===== src/hdl/mmms_pkg.sv =====
// shared constants and types for the median, mean and mode statistics block
package mmms_pkg;
  localparam int MaxSamples  = 64;
  localparam int SampleWidth = 16;
  localparam int AddrWidth   = $clog2(MaxSamples);
  localparam int CountWidth  = $clog2(MaxSamples + 1);
  localparam int SumWidth    = SampleWidth + AddrWidth;

  typedef logic signed [SampleWidth-1:0] sample_t;
  typedef logic [AddrWidth-1:0] addr_t;
  typedef logic [CountWidth-1:0] count_t;

  typedef struct packed {
    logic signed [SampleWidth:0] median_doubled;
    sample_t                     mean;
    sample_t                     mode_first;
    sample_t                     mode_second;
    logic                        bimodal;
    count_t                      mode_count;
    logic [SampleWidth-1:0]      spread;
    count_t                      sample_count;
    logic                        overflow;
  } result_t;
endpackage


===== src/hdl/median_mean_mode_stats_top.sv =====
// top level of the median, mean, spread and mode statistics block
//
//  channel  dir  fields (tdata low bit up)                          tuser/tlast
//  s_axis   in   sample[15:0]                                        tlast=last
//  m_axis   out  median_doubled, mean, mode_first, mode_second,      -
//                bimodal, mode_count, spread, sample_count, overflow
//
// samples load one per cycle into the sample memory while the input is not stalled
// after the last transfer the memory is insertion sorted in place, then scanned once;
// the mean divider runs alongside
// rst clears counters and extremes; the memory itself is not cleared
// input stalls from the last transfer until the result is held in the output register
module median_mean_mode_stats_top
  import mmms_pkg::*;
(
  input  logic         clk,
  input  logic         rst,
  input  logic         s_axis_tvalid,
  output logic         s_axis_tready,
  input  logic [15:0]  s_axis_tdata,  // sample
  input  logic         s_axis_tlast,
  output logic         m_axis_tvalid,
  input  logic         m_axis_tready,
  output logic [103:0] m_axis_tdata   // median_doubled, mean, mode_first, mode_second,
                                      // bimodal, mode_count, spread, sample_count, overflow
);
  logic                       busy;
  logic                       acc;
  logic                       keep;
  count_t                     cnt;
  logic signed [SumWidth-1:0] sum;
  sample_t                    mn;
  sample_t                    mx;
  logic                       dropped;
  sample_t                    s;
  logic                       go;
  count_t                     n_go;
  logic signed [SumWidth-1:0] sum_go;
  logic                       sort_done;
  logic                       div_done;
  logic                       sort_ok;
  logic                       div_ok;
  sample_t                    quotient;
  logic signed [SampleWidth:0] med;
  sample_t                    mf;
  sample_t                    ms;
  logic                       bim;
  count_t                     mc;
  result_t                    res;
  logic                       out_valid;

  assign s             = sample_t'(s_axis_tdata);
  assign s_axis_tready = !busy;
  assign acc           = s_axis_tvalid && s_axis_tready;
  assign keep          = acc && (cnt < count_t'(MaxSamples));

  always_ff @(posedge clk) begin
    if (rst) begin
      busy      <= 1'b0;
      cnt       <= '0;
      sum       <= '0;
      mn        <= {1'b0, {(SampleWidth-1){1'b1}}};
      mx        <= {1'b1, {(SampleWidth-1){1'b0}}};
      dropped   <= 1'b0;
      go        <= 1'b0;
      sort_ok   <= 1'b0;
      div_ok    <= 1'b0;
      out_valid <= 1'b0;
    end else begin
      go <= 1'b0;
      if (keep) begin
        cnt <= cnt + 1'b1;
        sum <= sum + SumWidth'(s);
        if (s < mn) mn <= s;
        if (s > mx) mx <= s;
      end else if (acc) begin
        dropped <= 1'b1;
      end
      if (acc && s_axis_tlast) begin
        busy <= 1'b1;
        go   <= 1'b1;
      end
      if (sort_done) sort_ok <= 1'b1;
      if (div_done) div_ok <= 1'b1;
      if (sort_ok && div_ok && !out_valid) begin
        out_valid            <= 1'b1;
        res.median_doubled   <= med;
        res.mean             <= quotient;
        res.mode_first       <= mf;
        res.mode_second      <= ms;
        res.bimodal          <= bim;
        res.mode_count       <= mc;
        res.spread           <= mx - mn;
        res.sample_count     <= cnt;
        res.overflow         <= dropped;
        sort_ok              <= 1'b0;
        div_ok               <= 1'b0;
        cnt     <= '0;
        sum     <= '0;
        mn      <= {1'b0, {(SampleWidth-1){1'b1}}};
        mx      <= {1'b1, {(SampleWidth-1){1'b0}}};
        dropped <= 1'b0;
        busy    <= 1'b0;
      end
      if (out_valid && m_axis_tready) out_valid <= 1'b0;
    end
  end

  assign n_go   = cnt;
  assign sum_go = sum;

  mmms_sorter u_sorter (
    .clk            (clk),
    .rst            (rst),
    .wr_en          (keep),
    .wr_addr        (addr_t'(cnt)),
    .wr_data        (s),
    .start          (go),
    .n              (n_go),
    .done           (sort_done),
    .median_doubled (med),
    .mode_first     (mf),
    .mode_second    (ms),
    .bimodal        (bim),
    .mode_count     (mc)
  );

  mmms_divider u_div (
    .clk      (clk),
    .rst      (rst),
    .start    (go),
    .dividend (sum_go),
    .divisor  (n_go),
    .done     (div_done),
    .quotient (quotient)
  );

  assign m_axis_tvalid = out_valid;
  assign m_axis_tdata  = {{(104 - $bits(result_t)){1'b0}},
                          res.overflow, res.sample_count, res.spread, res.mode_count,
                          res.bimodal, res.mode_second, res.mode_first, res.mean,
                          res.median_doubled};
endmodule


===== src/hdl/mmms_divider.sv =====
// restoring divider for the mean, one quotient bit per cycle
module mmms_divider
  import mmms_pkg::*;
(
  input  logic                       clk,
  input  logic                       rst,
  input  logic                       start,
  input  logic signed [SumWidth-1:0] dividend,
  input  count_t                     divisor,
  output logic                       done,
  output sample_t                    quotient
);
  localparam int StepWidth = $clog2(SumWidth + 1);

  logic [SumWidth-1:0]  mag;
  logic [SumWidth-1:0]  quo;
  logic [CountWidth:0]  rem;
  logic [CountWidth:0]  trial;
  logic [StepWidth-1:0] step;
  logic                 neg;
  logic                 busy;

  always_comb begin
    trial = {rem[CountWidth-1:0], mag[SumWidth-1]};
  end

  always_ff @(posedge clk) begin
    if (rst) begin
      busy <= 1'b0;
      done <= 1'b0;
    end else begin
      done <= 1'b0;
      if (start) begin
        busy <= 1'b1;
        neg  <= dividend[SumWidth-1];
        mag  <= dividend[SumWidth-1] ? SumWidth'(-dividend) : SumWidth'(dividend);
        rem  <= '0;
        quo  <= '0;
        step <= StepWidth'(SumWidth);
      end else if (busy) begin
        mag <= {mag[SumWidth-2:0], 1'b0};
        if (trial >= {1'b0, divisor}) begin
          rem <= trial - {1'b0, divisor};
          quo <= {quo[SumWidth-2:0], 1'b1};
        end else begin
          rem <= trial;
          quo <= {quo[SumWidth-2:0], 1'b0};
        end
        step <= step - 1'b1;
        if (step == StepWidth'(1)) begin
          busy <= 1'b0;
          done <= 1'b1;
        end
      end
    end
  end

  assign quotient = neg ? SampleWidth'(-quo) : SampleWidth'(quo);
endmodule


===== src/hdl/mmms_sorter.sv =====
// in-place insertion sort of the sample memory followed by a run scan for median and modes
module mmms_sorter
  import mmms_pkg::*;
(
  input  logic    clk,
  input  logic    rst,
  input  logic    wr_en,
  input  addr_t   wr_addr,
  input  sample_t wr_data,
  input  logic    start,
  input  count_t  n,
  output logic    done,
  output logic signed [SampleWidth:0] median_doubled,
  output sample_t mode_first,
  output sample_t mode_second,
  output logic    bimodal,
  output count_t  mode_count
);
  typedef enum logic [6:0] {
    S_IDLE  = 7'b0000001,
    S_LOADK = 7'b0000010,
    S_WAITK = 7'b0000100,
    S_CMP   = 7'b0001000,
    S_WAITJ = 7'b0010000,
    S_SCAN  = 7'b0100000,
    S_DONE  = 7'b1000000
  } state_t;

  sample_t mem [MaxSamples];
  sample_t rd_data;
  addr_t   rd_addr;
  logic    m_we;
  addr_t   m_waddr;
  sample_t m_wdata;

  state_t  state;
  count_t  i;
  count_t  j;
  sample_t key;
  count_t  lo_idx;
  count_t  hi_idx;
  sample_t prev;
  count_t  run;
  count_t  best;
  sample_t first;
  sample_t second;
  logic    have_prev;

  always_ff @(posedge clk) begin
    if (m_we) mem[m_waddr] <= m_wdata;
    rd_data <= mem[rd_addr];
  end

  // scan index counts up to n; rd_addr set each cycle
  always_comb begin
    m_we    = wr_en;
    m_waddr = wr_addr;
    m_wdata = wr_data;
    rd_addr = addr_t'(j - 1'b1);
    unique case (state)
      S_IDLE:  rd_addr = '0;
      S_LOADK: rd_addr = addr_t'(i);
      S_WAITK: rd_addr = addr_t'(j - 1'b1);
      S_CMP: begin
        if (j != '0 && $signed(rd_data) > key) begin
          m_we    = 1'b1;
          m_waddr = addr_t'(j);
          m_wdata = rd_data;
          rd_addr = addr_t'(j - 2'd2);
        end else begin
          m_we    = 1'b1;
          m_waddr = addr_t'(j);
          m_wdata = key;
          rd_addr = addr_t'(i + 1'b1);
        end
      end
      S_WAITJ: rd_addr = '0;
      S_SCAN:  rd_addr = addr_t'(i + 1'b1);
      S_DONE:  rd_addr = '0;
      default: rd_addr = '0;
    endcase
  end

  always_ff @(posedge clk) begin
    if (rst) begin
      state <= S_IDLE;
      done  <= 1'b0;
    end else begin
      done <= 1'b0;
      unique case (state)
        S_IDLE: begin
          if (start) begin
            i      <= (n == count_t'(1)) ? count_t'(0) : count_t'(1);
            lo_idx <= count_t'((n - 1'b1) >> 1);
            hi_idx <= count_t'(n >> 1);
            state  <= (n == count_t'(1)) ? S_WAITJ : S_LOADK;
          end
        end
        S_LOADK: begin
          j     <= i;
          state <= S_WAITK;
        end
        S_WAITK: begin
          key   <= rd_data;
          state <= S_CMP;
        end
        S_CMP: begin
          if (j != '0 && $signed(rd_data) > key) begin
            j     <= j - 1'b1;
            state <= (j == count_t'(1)) ? S_CMP : S_CMP;
          end else if (i + 1'b1 == n) begin
            i     <= '0;
            state <= S_WAITJ;
          end else begin
            i     <= i + 1'b1;
            j     <= i + 1'b1;
            state <= S_WAITK;
          end
          // data for j-2 arrives next cycle; a j of 1 moves to 0 with no read needed
        end
        S_WAITJ: begin
          have_prev <= 1'b0;
          best      <= '0;
          run       <= '0;
          state     <= S_SCAN;
        end
        S_SCAN: begin
          if (i == count_t'(0) && !have_prev) begin
            have_prev <= 1'b1;
          end
          if (i == n) begin
            if (run > best) begin
              best   <= run;
              first  <= prev;
              second <= prev;
              bimodal <= 1'b0;
            end else if (run == best && prev != first) begin
              second  <= prev;
              bimodal <= 1'b1;
            end
            state <= S_DONE;
          end else begin
            if (i == lo_idx && i == hi_idx)
              median_doubled <= {rd_data, 1'b0};
            else if (i == lo_idx) median_doubled <= {rd_data[SampleWidth-1], rd_data};
            else if (i == hi_idx)
              median_doubled <= median_doubled + {rd_data[SampleWidth-1], rd_data};
            if (i != '0 && rd_data == prev) begin
              run <= run + 1'b1;
            end else begin
              if (i != '0) begin
                if (run > best) begin
                  best    <= run;
                  first   <= prev;
                  second  <= prev;
                  bimodal <= 1'b0;
                end else if (run == best && prev != first) begin
                  second  <= prev;
                  bimodal <= 1'b1;
                end
              end
              run <= count_t'(1);
            end
            prev <= rd_data;
            i    <= i + 1'b1;
          end
        end
        S_DONE: begin
          done  <= 1'b1;
          state <= S_IDLE;
        end
        default: state <= S_IDLE;
      endcase
    end
  end

  assign mode_first  = first;
  assign mode_second = second;
  assign mode_count  = best;
endmodule

===== config.mk =====
export PLATFORM = sky130hd
export DESIGN_NAME = median_mean_mode_stats_top
export DESIGN_NICKNAME = d
export VERILOG_FILES = /design/src/hdl/mmms_pkg.sv /design/src/hdl/median_mean_mode_stats_top.sv /design/src/hdl/mmms_divider.sv /design/src/hdl/mmms_sorter.sv
export SDC_FILE = /design/constraint.sdc
export NUM_CORES = 2
export LEC_CHECK = 0
export ABC_CLOCK_PERIOD_IN_PS = 8300
export BUFFER_PORTS_ARGS = -buffer_cell sky130_fd_sc_hd__buf_2
export CAP_MARGIN = 20
export CELL_PAD_IN_SITES_DETAIL_PLACEMENT = 1
export CELL_PAD_IN_SITES_GLOBAL_PLACEMENT = 1
export CORE_ASPECT_RATIO = 1.25
export CORE_MARGIN = 5
export CORE_UTILIZATION = 40
export CTS_CLUSTER_DIAMETER = 150
export DETAILED_ROUTE_END_ITERATION = 8
export PLACE_DENSITY_LB_ADDON = 0.1
export REMOVE_ABC_BUFFERS = 1
export SYNTH_ARGS = -nofsm -noshare
export SYNTH_HDL_FRONTEND = slang
export SYNTH_SLANG_ARGS = --single-unit

===== constraint.sdc =====
create_clock -name clk -period 8.3 [get_ports clk]
set_input_delay 1.245 -clock clk [delete_from_list [all_inputs] [get_ports clk]]
set_output_delay 1.245 -clock clk [all_outputs]
set_load 0.01 [all_outputs]

### Word level (Yosys, flattened, before mapping)

Memory sizes are Yosys's and may differ from the RTL's. A register that Yosys moved wholly into a read port is not among the register bits.
Cells that the tools add are included.
Widths: inputs -> output; s select.

| operators by class | value |
|---|---|
| magnitude comparators | 6 |
| reduce and logical (&&, ||, !) cells | 39 |
| bitwise operators | 4 |
| equal/unequal tests | 24 |
| add/subtract/negate cells | 13 |
| muxes and demuxes | 63 |

Operators by type and width:

| operator | count |
|---|---|
| $mux 16 | 13 |
| $mux 7 | 17 |
| $mux 22 | 3 |
| $mux 17 | 3 |
| $pmux 7 s2 | 3 |
| $pmux 7 s6 | 1 |
| $gt 16x16->1 | 2 |
| $pmux 6 s4 | 1 |
| $add 22x16->22 | 1 |
| $neg 22->22 | 1 |
| $add 7x1->7 const B | 3 |
| $eq 7x7->1 | 3 |
| $pmux 7 s3 | 1 |
| $add 17x17->17 | 1 |
| $eq 16x16->1 | 1 |
| $lt 16x16->1 | 1 |
| $mux 1 | 16 |
| $ne 16x16->1 | 1 |
| $neg 16->16 | 1 |
| $reduce_and 2->1 | 8 |
| $sub 16x16->16 | 1 |
| $mux 5 | 3 |
| $eq 7x1->1 const B | 2 |
| $eq 7x6->1 | 2 |
| 30 further kinds | 60 |

| storage, ports and cells | value |
|---|---|
| memories | 1 |
| output and inout bits | 106 |
| register bits after elaboration | 347 |
| input port bits | 21 |
| memory bits (writable) | 1,024 |
| word-level logic and storage cells | 191 |

Memories:

| memory | words | bits a word | read ports | clocked after Yosys merged registers in | write ports | RTL line | RTL |
|---|---|---|---|---|---|---|---|
| u_sorter.mem | 64 | 16 | 1 | 1 | 1 | mmms_sorter.sv:29 | `sample_t mem [MaxSamples];` |

### Depth between registers and ports, before layout

| logic depth | value |
|---|---|
| depth in word-level cells | 7 |
| mapped depth | 18 |
| gate-level depth less buffers | 15 |

### Hierarchy

From an unflattened synthesis, not the netlist that was laid out.

| unflattened totals | value |
|---|---|
| cells, all modules | 4,782 |
| area, all modules | 60,460.5 µm² |

Modules (own cells, without submodules):

| module | instances | seq. area each (µm²) | cells an instance | area an instance (µm²) |
|---|---|---|---|---|
| mmms_sorter | 1 | 34,893.5 | 3,705 | 49,097.1 |
| median_mean_mode_stats_top | 1 | 4,254.1 | 753 | 8,105.3 |
| mmms_divider | 1 | 1,571.5 | 324 | 3,258.1 |

### Worst setup path after synthesis

OpenSTA, ideal clock, no wires.

| timing | value |
|---|---|
| path kind | in2reg |
| from | in rst |
| to | reg res (netlist bit m_axis_tdata[0]), enable pin |
| setup time | 0.554 ns |
| stages | 3 |
| setup slack | 2.077 ns |
| arrival | 5.669 ns |
| buffers on the path | 2 |
| data required time | 7.746 ns |
| path through | clkbuf_1 > clkbuf_1 > nor2_1 |

| on the way | value |
|---|---|
| cells in the longest elaborated chain, start to end | 2 |

Ends and longest elaborated chain:

| what | RTL line | RTL |
|---|---|---|
| start: declaration | median_mean_mode_stats_top.sv:17 | `input logic rst,` |
| $not 1->1 (no line) | n/a |  |
| $reduce_and 2->1 (no line) | n/a |  |
| end: declaration | median_mean_mode_stats_top.sv:49 | `result_t res;` |

Every way passes these cells.
A chain may end at the register's enable or synchronous reset.

### Final worst setup path

| timing | value |
|---|---|
| from | reg u_sorter.rd_data[9] (read register of u_sorter.mem) |
| to | reg u_sorter.rd_data[12] (read register of u_sorter.mem) |

| on the way | value |
|---|---|
| cells in the longest elaborated chain, start to end | 4 |

Ends and longest elaborated chain:

| what | RTL line | RTL |
|---|---|---|
| start: declaration | mmms_sorter.sv:30 | `sample_t rd_data;` |
| $gt 16x16->1 | mmms_sorter.sv:65 | `if (j != '0 && $signed(rd_data) > key) begin` |
| $logic_and 1x1->1 | mmms_sorter.sv:65 |  |
| $mux 6 | mmms_sorter.sv:65 |  |
| $pmux 6 s4 | mmms_sorter.sv:60 | `unique case (state)` |

Every way passes these cells.

==> out/results.txt <==
Outcome -> complete, no violations
Die height -> 441 um
FMAX -> 170 MHz
Post-synthesis cell type count -> 75
Site Rows -> 158
Power Internal -> 11,700 uW
Post-synthesis register bit count -> 1,387
Most common cell in the netlist -> edfxtp_1
Syn_area_per_cell -> 12.5 sq um
DRC viols -> 0
Antenna viol nets, final -> 0
Ys flop type -> edfxtp_1
Worst Tran Pin Value -> 1.21 ns
CTS Buf Count -> 150
First-pass GRT wire length -> 268,000 um
Core area -> 148,000 sq um
Initial antenna violation count -> 5
Data arrival, critical path -> 6.55 ns
Slew Viols, Final -> 0
Max cap viols -> 0
Worst-path clk slew -> 0.06 ns
H-tree Lvls -> 4
Max-slew headroom -> 0.183
Area growth from synthesis to layout -> 13.9%
Hold violation count in the final report -> 0
Drt total wl -> 183,000 um
Clk buf depth -> 3
Pwr dens -> 224 nW/um^2
Nets -> 5,062
Synth top cells by count -> edfxtp_1, nand2_1, nand3_1
CP bufs+invs -> 1
Synth top area share -> 0.654
DR pass1 iterations -> 5
Path category of the worst min-delay check -> reg2reg
Ys Warns -> 0
Share of post-route cells with drive strength above 1 -> 0.111
Post-CTS Setup Inserts -> 0
Detailed Route Iter0 Violations -> 2,955
Synth area leader -> edfxtp_1
Switching pwr -> 3430 uW
Register area share after synthesis -> 0.685
Resized Gates After CTS -> 0
Clk_skew -> 0.0233 ns
Vias/cell -> 5.59
Clk Latency, worst-skew pair -> 0.79 ns
Non-Filler Instances -> 6,954
Fin util -> 0.457
Slowest-stage cell, CP -> o21ai_0
Critical path fanouts, max -> 58
Vias -> 38,849
Top Ports -> 127
Clock tree sinks -> 1,387
Post-synth EDFFs -> 1,294
Overall Global Routing Usage -> 0.231
RSZ-0062 raised after global routing -> false
Vias in the first global route -> 40,267
Filler Cells Inserted -> 15,186
Peak VDD IR -> 0.214 mV
Worst EP required -> 8.97 ns
Port Buf Inserts -> 119
Minimum clock period -> 5.88 ns
Total grt overflow -> 0
Critical path's largest stage delay -> 1.02 ns
Placed wire-length estimate -> 114,000 um
Top post-synthesis cells by area -> edfxtp_1, nand2_1, dfxtp_1
Cell Chain, Critical Path -> ha_1 -> nand3_1 -> or4_4 -> o211ai_1 -> a31o_1 -> a21o_1 -> o211a_4 -> buf_4 -> nand2_1 -> and3_1 -> a311oi_1 -> a31oi_1 -> o21ai_0 -> o211a_1
Cells after synthesis -> 4,738
Crit end category -> register
Crit Path Category -> reg2reg
Critical path's top delay family -> compound AO/OA/AOI/OAI gates
Ys async rst share -> 0
P_leak -> 0.0245 uW
Die area -> 156,000 sq um
Clk root buf -> clkbuf_16
Clock power share -> 0.433
GP Congestion -> 0.814
DP Cell Count -> 6,677
Register share of total power -> 0.514
DR WL/cell -> 26.3 um
Pin count of the biggest net entering global routing -> 149
Mapped Area -> 59,400 sq um
CTS Hold Bufs -> 0
Combinational power share -> 0.053
Ratio of final minimum period to clock period -> 0.709
Final setup violation count -> 0
Startpoint types -> register
Setup TNS -> 0 ns
CTS tree -> built
Hold WS -> 0.416 ns
Switching share of power -> 0.226
Initial Util -> 0.401
Die Width -> 355 um
path summary, 6_finish.rpt:
| check | to | slack (ns) | cells after the start | startpoint |
|---|---|---|---|---|
| setup / recovery | u_sorter.rd_data[12] | 2.42 | 14 | u_sorter.rd_data[9] |
| hold / removal | m_axis_tdata[50] | 0.42 | 0 | u_sorter.mode_second[1] |
| setup reg to reg | u_sorter.rd_data[12] | 2.42 | 14 | u_sorter.rd_data[9] |
| hold reg to reg | m_axis_tdata[50] | 0.42 | 0 | u_sorter.mode_second[1] |
power by group through the flow:
stage          clock network, uW  logic, uW  registers [uW]
5_1_grt                     7020        889            7800
4_1_cts                     6720        813            7790
3_5_place_dp                   0        807            7940
3_3_place_gp                   0        793            7940
2_1_floorplan                  0        517            7920
6_report                    6570        800            7790
cell type report:
type | instances | area [sq um] | area share
flip-flops and latches | 1387 | 40700 | 0.601
clock inverters | 68 | 722 | 0.0107
repair buffers | 275 | 1880 | 0.0278
clock buffers | 202 | 4030 | 0.0595
well taps | 1920 | 2400 | 0.0355
multi-input cells | 2978 | 17500 | 0.258
diodes | 6 | 15.0 | 0.000222
inverters | 118 | 443 | 0.00654
through the flow:
stage	worst slack, ns	power, uW	area (sq um)
2_1_floorplan	-8.88	8440	58300
3_3_place_gp	2.41	8730	62900
3_5_place_dp	2.49	8750	62900
4_1_cts	2.45	15300	67700
5_1_grt	2.19	15700	67700
6_report	2.42	15200	67700
metal layers:
| metal | wire length (um) | part of all wire | track usage | up-vias |
|---|---|---|---|---|
| met3 | 8090 | 0.044 | 0.0372 | 279 |
| met2 | 92100 | 0.50 | 0.408 | 858 |
| met5 | 12 | 0.000066 | 0 | - |
| met4 | 7980 | 0.044 | 0.0976 | 2 |
| met1 | 74500 | 0.41 | 0.281 | 20004 |
| li1 | - | - | - | 17706 |
placed cells by master (no fill, tap or decap), types with 92 or more instances in the layout:
master / count
inv_1: 116
edfxtp_1: 1294
o21ai_0: 126
clkbuf_16: 151
and3_1: 149
nand3_1: 273
ha_1: 127
a311oi_1: 120
nor2_1: 242
dfxtp_1: 92
nand2_1: 1090
a21oi_1: 129
buf_4: 146
buf_2: 119
registers in the layout (all words and copies together), names as in the netlist, 16 cells and up:
signal	flops
m_axis_tdata	97
mn	16
mx	16
sum	22
u_div.mag	22
u_div.quo	16
u_sorter.key	16
u_sorter.median_doubled	17
u_sorter.mem	1024
u_sorter.mode_first	16
u_sorter.mode_second	16
u_sorter.prev	16
u_sorter.rd_data	16
logic make-up (layout without fill, tap and decap cells):
logic type               Yosys count  count (layout)  share of synthesized area
AO/OA/AOI/OAI                    662             662                     0.0745
XOR/XNOR                         156             156                     0.0230
adder cells (fa/ha/maj)          131             131                     0.0281
buffers and inverters            379             663                     0.0262
flip-flops                      1387            1387                      0.685
multiplexers                      92              92                     0.0219
other                              1              13                  0.0000631
AND/OR/NAND/NOR                 1930            1930                      0.141
No activity file was read; power rests on OpenSTA's default activity.
